`config.mk`:
```
export PLATFORM = sky130hd
export DESIGN_NAME = keypad_repeat_hold_encoder
export DESIGN_NICKNAME = d
export VERILOG_FILES = /design/src/design/krh_pkg.sv /design/src/design/krh_ctrl.sv /design/src/design/krh_serializer.sv /design/src/design/keypad_repeat_hold_encoder.sv
export SDC_FILE = /design/constraint.sdc
export NUM_CORES = 1
export LEC_CHECK = 0
export BUFFER_PORTS_ARGS = -buffer_cell sky130_fd_sc_hd__buf_2
export CAP_MARGIN = 40
export CORE_ASPECT_RATIO = 0.5
export CORE_MARGIN = 10
export CORE_UTILIZATION = 57
export DETAILED_ROUTE_END_ITERATION = 10
export PLACE_DENSITY_LB_ADDON = 0.25
export SLEW_MARGIN = 20
export SYNTH_ARGS = -nofsm -noshare
export SYNTH_HDL_FRONTEND = slang
export SYNTH_SLANG_ARGS = --single-unit
export TNS_END_PERCENT = 10
```
`constraint.sdc`:
```
create_clock -name clk -period 2.9 [get_ports clk]
set_input_delay 0.29 -clock clk [delete_from_list [all_inputs] [get_ports clk]]
set_output_delay 0.29 -clock clk [all_outputs]
set_load 0.1 [all_outputs]
```
`src/design/krh_pkg.sv`:
```
// Shared types, widths and the key code table of the keypad repeat/hold encoder.
// No dependencies.
package krh_pkg;

	localparam int MASK_W  = 16;
	localparam int IDX_W   = 4;
	localparam int CODE_W  = 7;
	localparam int COUNT_W = 3;

	localparam logic [COUNT_W-1:0] HOLD_RESET = 3'd3;

	// ASCII codes, key index row*4+col
	localparam logic [CODE_W-1:0] KEY_TABLE [MASK_W] = '{
		7'h2E, 7'h30, 7'h0A, 7'h33,
		7'h32, 7'h31, 7'h36, 7'h35,
		7'h34, 7'h2B, 7'h39, 7'h38,
		7'h37, 7'h2D, 7'h2A, 7'h2F
	};

	typedef enum logic [2:0] {
		PH_IDLE  = 3'b001,
		PH_CONF  = 3'b010,
		PH_HOLD  = 3'b100
	} phase_t;

	// snapshot handed from the phase logic to the serializer
	typedef struct packed {
		logic              emit;
		logic [MASK_W-1:0] mask;
	} load_t;

endpackage

```
`src/design/krh_ctrl.sv`:
```
// Phase tracking: previous snapshot, idle/confirm/hold phase, scan count, hold register.
// Depends on krh_pkg.
module krh_ctrl (
	input  logic                        clk,
	input  logic                        arst_n,
	input  logic                        accept,
	input  logic [krh_pkg::MASK_W-1:0]  key_mask,
	input  logic                        cfg_wr_en,
	input  logic [krh_pkg::COUNT_W-1:0] cfg_wr_data,
	output krh_pkg::load_t              load
);
	import krh_pkg::*;

	logic [MASK_W-1:0]  prev_mask_q;
	phase_t             phase_q, phase_d;
	logic [COUNT_W-1:0] count_q, count_d;
	logic [COUNT_W-1:0] hold_q;
	logic [COUNT_W-1:0] limit;
	logic [COUNT_W-1:0] count_inc;
	logic               hit;
	logic               repeat_hit;
	logic               emit;

	assign repeat_hit = |(key_mask & prev_mask_q);
	assign limit      = (hold_q == '0) ? COUNT_W'(1) : hold_q;
	assign count_inc  = count_q + COUNT_W'(1);
	assign hit        = (count_inc >= limit);

	always_comb begin
		phase_d = phase_q;
		count_d = count_q;
		emit    = 1'b0;
		if (!repeat_hit) begin
			emit    = (phase_q != PH_CONF) && (phase_q != PH_HOLD);
			phase_d = PH_IDLE;
			count_d = '0;
		end else begin
			case (phase_q)
				PH_CONF: begin
					count_d = hit ? '0 : count_inc;
					if (hit)
						phase_d = PH_HOLD;
				end
				PH_HOLD: begin
					count_d = hit ? '0 : count_inc;
					emit    = hit;
				end
				default: begin
					phase_d = PH_CONF;
					count_d = '0;
				end
			endcase
		end
	end

	assign load.emit = accept && emit && (|key_mask);
	assign load.mask = key_mask;

	always_ff @(posedge clk or negedge arst_n) begin
		if (!arst_n) begin
			prev_mask_q <= '0;
			phase_q     <= PH_IDLE;
			count_q     <= '0;
			hold_q      <= HOLD_RESET;
		end else begin
			if (cfg_wr_en)
				hold_q <= cfg_wr_data;
			if (accept) begin
				prev_mask_q <= key_mask;
				phase_q     <= phase_d;
				count_q     <= count_d;
			end
		end
	end

endmodule

```
`src/design/krh_serializer.sv`:
```
// Bit-serial key scan: shifts the snapshot out MSB first into an output register, one key
// position per cycle unless a pressed key waits on a stalled output. Depends on krh_pkg.
module krh_serializer (
	input  logic                       clk,
	input  logic                       arst_n,
	input  krh_pkg::load_t             load,
	output logic                       busy,
	output logic                       out_valid,
	input  logic                       out_ready,
	output logic [krh_pkg::CODE_W-1:0] key_code,
	output logic [krh_pkg::IDX_W-1:0]  key_index,
	output logic                       last_key
);
	import krh_pkg::*;

	logic [MASK_W-1:0] shift_q;
	logic [IDX_W-1:0]  idx_q;
	logic              busy_q;
	logic              out_valid_q;
	logic [CODE_W-1:0] code_q;
	logic [IDX_W-1:0]  index_q;
	logic              last_q;
	logic              slot_free;
	logic              advance;
	logic              put;
	logic              rest_empty;

	assign slot_free  = !out_valid_q || out_ready;
	assign advance    = busy_q && (!shift_q[MASK_W-1] || slot_free);
	assign put        = advance && shift_q[MASK_W-1];
	assign rest_empty = ~|shift_q[MASK_W-2:0];

	always_ff @(posedge clk or negedge arst_n) begin
		if (!arst_n) begin
			busy_q      <= 1'b0;
			out_valid_q <= 1'b0;
		end else begin
			if (load.emit)
				busy_q <= 1'b1;
			else if (advance && (rest_empty || idx_q == '0))
				busy_q <= 1'b0;
			if (put)
				out_valid_q <= 1'b1;
			else if (out_ready)
				out_valid_q <= 1'b0;
		end
	end

	// payload: no reset needed
	always_ff @(posedge clk) begin
		if (load.emit) begin
			shift_q <= load.mask;
			idx_q   <= IDX_W'(MASK_W - 1);
		end else if (advance) begin
			shift_q <= {shift_q[MASK_W-2:0], 1'b0};
			idx_q   <= idx_q - IDX_W'(1);
		end
		if (put) begin
			code_q  <= KEY_TABLE[idx_q];
			index_q <= idx_q;
			last_q  <= rest_empty;
		end
	end

	assign busy      = busy_q;
	assign out_valid = out_valid_q;
	assign key_code  = code_q;
	assign key_index = index_q;
	assign last_key  = last_q;

endmodule

```
`src/design/keypad_repeat_hold_encoder.sv`:
```
// Flow: an accepted snapshot that emits is loaded into the serializer, and each pressed key's
// word is registered in the output register as the scan reaches it. The scan walks key positions
// 15..0, one per cycle unless an output stall holds it, stopping after the lowest pressed key;
// in_ready stays low until the scan ends, and a snapshot that emits nothing leaves it high.
// Reset (arst_n, async): idle phase, count and previous snapshot zero, hold count 3.
// Top level of the keypad repeat/hold encoder; instantiates krh_ctrl and krh_serializer.
module keypad_repeat_hold_encoder (
	input  logic                        clk,
	input  logic                        arst_n,
	input  logic                        in_valid,
	output logic                        in_ready,
	input  logic [krh_pkg::MASK_W-1:0]  key_mask,
	input  logic                        cfg_wr_en,
	input  logic [krh_pkg::COUNT_W-1:0] cfg_wr_data,
	output logic                        out_valid,
	input  logic                        out_ready,
	output logic [krh_pkg::CODE_W-1:0]  key_code,
	output logic [krh_pkg::IDX_W-1:0]   key_index,
	output logic                        last_key
);
	import krh_pkg::*;

	load_t load;
	logic  busy;
	logic  accept;

	assign in_ready = !busy;
	assign accept   = in_valid && !busy;

	krh_ctrl u_ctrl (
		.clk         (clk),
		.arst_n      (arst_n),
		.accept      (accept),
		.key_mask    (key_mask),
		.cfg_wr_en   (cfg_wr_en),
		.cfg_wr_data (cfg_wr_data),
		.load        (load)
	);

	krh_serializer u_ser (
		.clk       (clk),
		.arst_n    (arst_n),
		.load      (load),
		.busy      (busy),
		.out_valid (out_valid),
		.out_ready (out_ready),
		.key_code  (key_code),
		.key_index (key_index),
		.last_key  (last_key)
	);

endmodule

```
-- Word-level counts from Yosys, hierarchy flattened
Memory sizes are Yosys's and may differ from the RTL's. A register that Yosys moved wholly into a read port is not among the register bits.
Cells that the tools add are included.
- register bits after elaboration: 52
- bits in read-only memories: 112
- input bits: 24
- output and inout port bits: 14
- word-level logic and storage cells: 61
- memories: 1
- $add $sub $neg: 2
- $lt $le $gt $ge: 1
- equal/unequal tests: 6
- multiplexer cells: 15
- bitwise operators: 2
- reduce and logical (&&, ||, !) cells: 24
- memories (memory ; depth ; bits a word ; read ports ; clocked after memory_dff ; write ports ; RTL line ; source):
    (name not given) ; 16 ; 7 ; 1 ; 1 ; 0 ; krh_serializer.sv:59 ; code_q <= KEY_TABLE[idx_q];
- operator list (operator ; count):
    16-bit two-way mux ; 2
    16-bit OR reduction ; 2
    3-bit two-way mux ; 6
    16-bit bitwise AND ; 1
    15-bit OR reduction ; 1
    1-bit logical AND ; 7
    1-bit two-way mux ; 6
    3-bit by 2-bit != test with 1-bit output (second input constant) ; 2
    3-bit case mux with 2 select lines ; 1
    2-bit nonzero test ; 3
    4-bit inverter with 5-bit output ; 1
    1-bit zero test ; 4
    4-bit zero test ; 1
    4-bit by 1-bit subtractor with 4-bit output (second input constant) ; 1
    3-bit by 1-bit adder with 3-bit output (second input constant) ; 1
    3-bit by 2-bit == test with 1-bit output (second input constant) ; 1
    3-bit == test (second input constant) ; 1
    3-bit greater-or-equal comparator ; 1
    3-bit zero test ; 1
    1-bit logical OR ; 3
    3-bit != test (second input constant) ; 1
    3-bit AND reduction ; 1
    2-bit != test (second input constant) ; 1
    2-bit OR reduction ; 1

-- Depth between registers and ports, before layout
- depth after elaboration: 8
- depth in mapped cells: 9
- gate-level depth less buffers: 8

-- Cells and area by module
A second synthesis with hierarchy kept.
- cells, all modules: 233
- area, all modules: 2976.6 um2
- by module, submodules not included (module ; instances ; cells each ; area an instance (um2)):
    krh_serializer ; 1 ; 112 ; 1556.5
    krh_ctrl ; 1 ; 119 ; 1410.1
    keypad_repeat_hold_encoder ; 1 ; 2 ; 10.0

-- Worst setup path after synthesis
Ideal clock, no wire load.
- path type: reg-to-reg
- start point: register u_ctrl.count_q[0]
- end point: register u_ser.shift_q[0], enable pin
- setup time: 372 ps
- arrival time: 2174 ps
- required time: 2528 ps
- path slack: 354 ps
- cell stages (with the launch flop): 10
- buffers on the path: 1
- clock period less this slack: 2546 ps
- path through: dfrtp_1 -> ha_1 -> xor2_1 -> ha_1 -> nand2_1 -> o21ai_0 -> nand2_1 -> mux2_4 -> buf_6 -> nand2_1
- cells in the longest elaborated chain, start to end: 7
- RTL lines (what ; RTL line ; source):
    from (decl) ; krh_ctrl.sv:16 ; logic [COUNT_W-1:0] count_q, count_d;
    from (signal assigned) ; krh_ctrl.sv:71 ; count_q <= count_d;
    3-bit by 1-bit adder with 3-bit output ; krh_ctrl.sv:26 ; assign count_inc = count_q + COUNT_W'(1);
    3-bit greater-or-equal comparator ; krh_ctrl.sv:27 ; assign hit = (count_inc >= limit);
    1-bit two-way mux ; krh_ctrl.sv:38 ; case (phase_q)
    1-bit two-way mux ; krh_ctrl.sv:33 ; if (!repeat_hit) begin
    1-bit logical AND (2 in a row) ; krh_ctrl.sv:56 ; assign load.emit = accept && emit && (|key_mask);
    2-bit nonzero test (no source line) ; n/a ;
    to (signal assigned) ; krh_serializer.sv:52 ; shift_q <= load.mask;
    to (signal assigned) ; krh_serializer.sv:55 ; shift_q <= {shift_q[MASK_W-2:0], 1'b0};
    to (decl) ; krh_serializer.sv:16 ; logic [MASK_W-1:0] shift_q;
Every way passes these cells.
A chain may end at the register's enable or synchronous reset.

-- Worst setup path in the final report
- start point: register u_ctrl.count_q[0]
- end point: register u_ser.shift_q[13], enable pin
The elaborated chain is that of the path after synthesis.

==> metrics.txt <==
mux cell area share after synthesis=0.0956; Worst setup startpoint=u_ctrl.count_q[0]$_DFFE_PN0P_; slew margin rel.=0.600; Worst-Margin Slew=0.601 ns; R2R cell count=9; Max IR drop VDD=442 uV; Leak Pwr=1.48 nW; # port buffers=36; Seq/Total Area, Yosys=0.566; CP Launch Type=flip-flop; Reg2Reg Setup Slack=0.32 ns; fill count=358; Synth Register Bits=58; total power=3.31 mW; outcome=complete, no violations; Reg2Reg Launch Point=u_ctrl.count_q[0]$_DFFE_PN0P_; antenna viol nets, final=0; CP max stage delay=0.42 ns; Fmax=388 MHz; vias per cell=5.46; insertion delay to the later sink of the worst-skew pair=0.34 ns; CTS buffer count=9; hold crit path type=input pin to flip-flop; Reg clk slew, reported paths=0.06 ns; clock skew=0.00813 ns; Detailed Routing Iterations Pass 1=4; syn_area_per_cell=11.3 um2; die span in x=119 um; register area=0.00157 mm2; Global Route Usage Sum=0.140; drt drc=0; pwr/cell area=1030 mW/mm2; Post-DP HPWL=4120 um; unrepaired setup endpoints after global routing=false; vias in the first global route=1907; Critical Path Slowest Stage Cell=mux2_4; area fraction in compound gates after synthesis=0.0744; # clock sinks=58; Post-CTS Setup Inserts=0; Core Area=0.00455 mm2; share of layout cells above drive strength 1=0.248; yosys warns=0; post-synthesis simple-gate area fraction=0.166; largest net degree at the start of global routing=28; Crit path max-delay family=adder cells; FFs w/ async S/R, synth=0.466; CTS max path bufs=2; final WL=5690 um; CP endpoint kind=flip-flop; Starting Density=0.609; ranking of synthesized cells by area=edfxtp_1 (29%), dfrtp_1 (22%), nand2_1 (9.3%); Synth top area share=0.292; critical path data required time=2.93 ns; Starting DRT DRC Count=133; Setup-failing EPs final=0; Total Negative Setup Slacks=0 ns; Nets=324; IO Pins=38; Reg-to-Reg End=u_ser.shift_q[13]$_DFFE_PP_; cell area after synthesis=0.00277 mm2; fin cells=360; Congestion Overflow GR=0; number of synthesized flops with an enable pin=27; Routability Congestion=0.841; Adder-Cell Fraction of Synth Area=0.0496; Slew Limit Fails=0; CTS tree=built; Hold Vio Cnt, Final=0; CP Data Arrival Time=2.60 ns; Die Footprint=0.00823 mm2; CP Depth=9; Routed WL per cell=15.8 um; Main synth FF type=edfxtp_1; sum of buffers and inverters on the critical path=1; Syn Nets=281; H-tree depth=3; initial antenna violation count=0; CP endpoint=u_ser.shift_q[13]$_DFFE_PP_; root buffer cell=clkbuf_8; Synth area leader=edfxtp_1; Crit path top cell by count=nand2_1; P&R area growth vs syn=15.4%; Final min period=2.58 ns; main combinational cell family by area after synthesis=simple AND/OR/NAND/NOR gates; post-synthesis xor/xnor area fraction=0.00947; CP max FO=22; Max-cap violations=0; crit path cell chain=ha_1 > xor2_1 > ha_1 > nand2_1 > o21ai_0 > nand2_1 > mux2_4 > nand2_1 > buf_4; first-pass GRT wire length=9310 um; area of the multi-input gates=0.00110 mm2; Vias=1964; Placed Instances=342; Antenna diodes=0; num rows=17; count of different cell masters after synthesis=41; CP Class=flip-flop to flip-flop; Tcrit/Tclk final=0.888; Die Span Y=69.3 um; Syn Inst Count=246
## placed cells by master, fill, tap and decap left out, types with 5 or more instances in the layout
master,count
ha_1,11
edfxtp_1,27
inv_1,11
nand2b_1,5
nor4_1,8
nor2_1,5
mux2_4,11
buf_2,36
o21ai_0,11
nand2_1,69
dfrtp_1,24
clkbuf_8,9
## cells in the mapped netlist, types with 2 or more instances
cell,number
a211oi_1,2
a21o_1,2
a21oi_1,4
a221oi_1,4
a22o_1,4
clkbuf_1,6
dfrtp_1,24
dfstp_2,3
dfxtp_1,4
edfxtp_1,27
ha_1,11
inv_1,11
mux2_1,3
mux2_2,3
mux2_4,11
nand2_1,69
nand2b_1,5
nand3_1,3
nand3b_1,2
nor2_1,5
nor2b_1,2
nor3_1,4
nor4_1,8
o21ai_0,11
xnor2_1,2
## tightest hold or removal path: cells and delay by family
family          cells  cell delay [ns]
buf+inv             1             0.08
simple gates        1             0.04
compound gates      1             0.05
## timing repair
item,in CTS,in global routing
endpoints found under the hold margin,24,0
resized for setup,0,0
hold buffers,1,0
## stage by stage
step                 util  worst slack (ns)  cell area [um2]  hold slack (ns)
global route        0.703            0.0813             3200            0.153
detailed placement  0.659             0.325             3000            0.327
finish              0.703             0.324             3200            0.163
floorplan               -             0.354             2770         -0.00559
global placement    0.659             0.408             3000            0.320
CTS                 0.701             0.319             3190            0.152
## worst min-delay path by stage
stage	start	endpoint	slack (ns)	depth (start not counted)
after global routing	cfg_wr_en	u_ctrl.hold_q[1]$_DFFE_PN1P_	0.15	2
after detailed placement	arst_n	u_ctrl.prev_mask_q[5]$_DFFE_PN0P_	0.33	1
after global placement	arst_n	u_ctrl.prev_mask_q[13]$_DFFE_PN0P_	0.32	1
final	cfg_wr_data[2]	u_ctrl.hold_q[2]$_DFFE_PN0P_	0.16	3
after floorplan	arst_n	u_ctrl.count_q[0]$_DFFE_PN0P_	-0.006	0
after CTS	cfg_wr_data[2]	u_ctrl.hold_q[2]$_DFFE_PN0P_	0.15	3
## cell families after synthesis
group / count (synthesis)
compound gates: 31
mux: 19
flops: 58
buf+inv: 20
other cells: 1
fa+ha+maj: 11
simple gates: 103
xor+xnor: 3
## state kept, by name (all words and copies together), names as in the netlist
signal,count
u_ctrl.count_q,3
u_ctrl.hold_q,3
u_ctrl.phase_q,3
u_ctrl.prev_mask_q,16
u_ser.busy,1
u_ser.idx_q,4
u_ser.key_code,6
u_ser.key_index,4
u_ser.last_key,1
u_ser.out_valid,1
u_ser.shift_q,16
## layer usage
metal	share of wire	track usage	wire length, um
met4	0.012	0.0320	66
met5	0	0	0
met3	0.057	0.0672	324
met2	0.49	0.228	2760
met1	0.45	0.162	2530
## final cells by class
| class | count | area share |
|---|---|---|
| repair buffers | 41 | 0.0688 |
| inverters | 11 | 0.0129 |
| clock inverters | 6 | 0.0180 |
| well taps | 66 | 0.0258 |
| flip-flops and latches | 58 | 0.491 |
| multi-input cells | 168 | 0.344 |
| clock buffers | 10 | 0.0399 |
## where the power goes
| part | switching [mW] | internal [mW] |
|---|---|---|
| Clock | 0.316 | 0.390 |
| Combinational | 0.769 | 0.432 |
| Sequential | 0.206 | 1.19 |
| Total | 1.29 | 2.02 |
(Power assumes the default switching activity.)
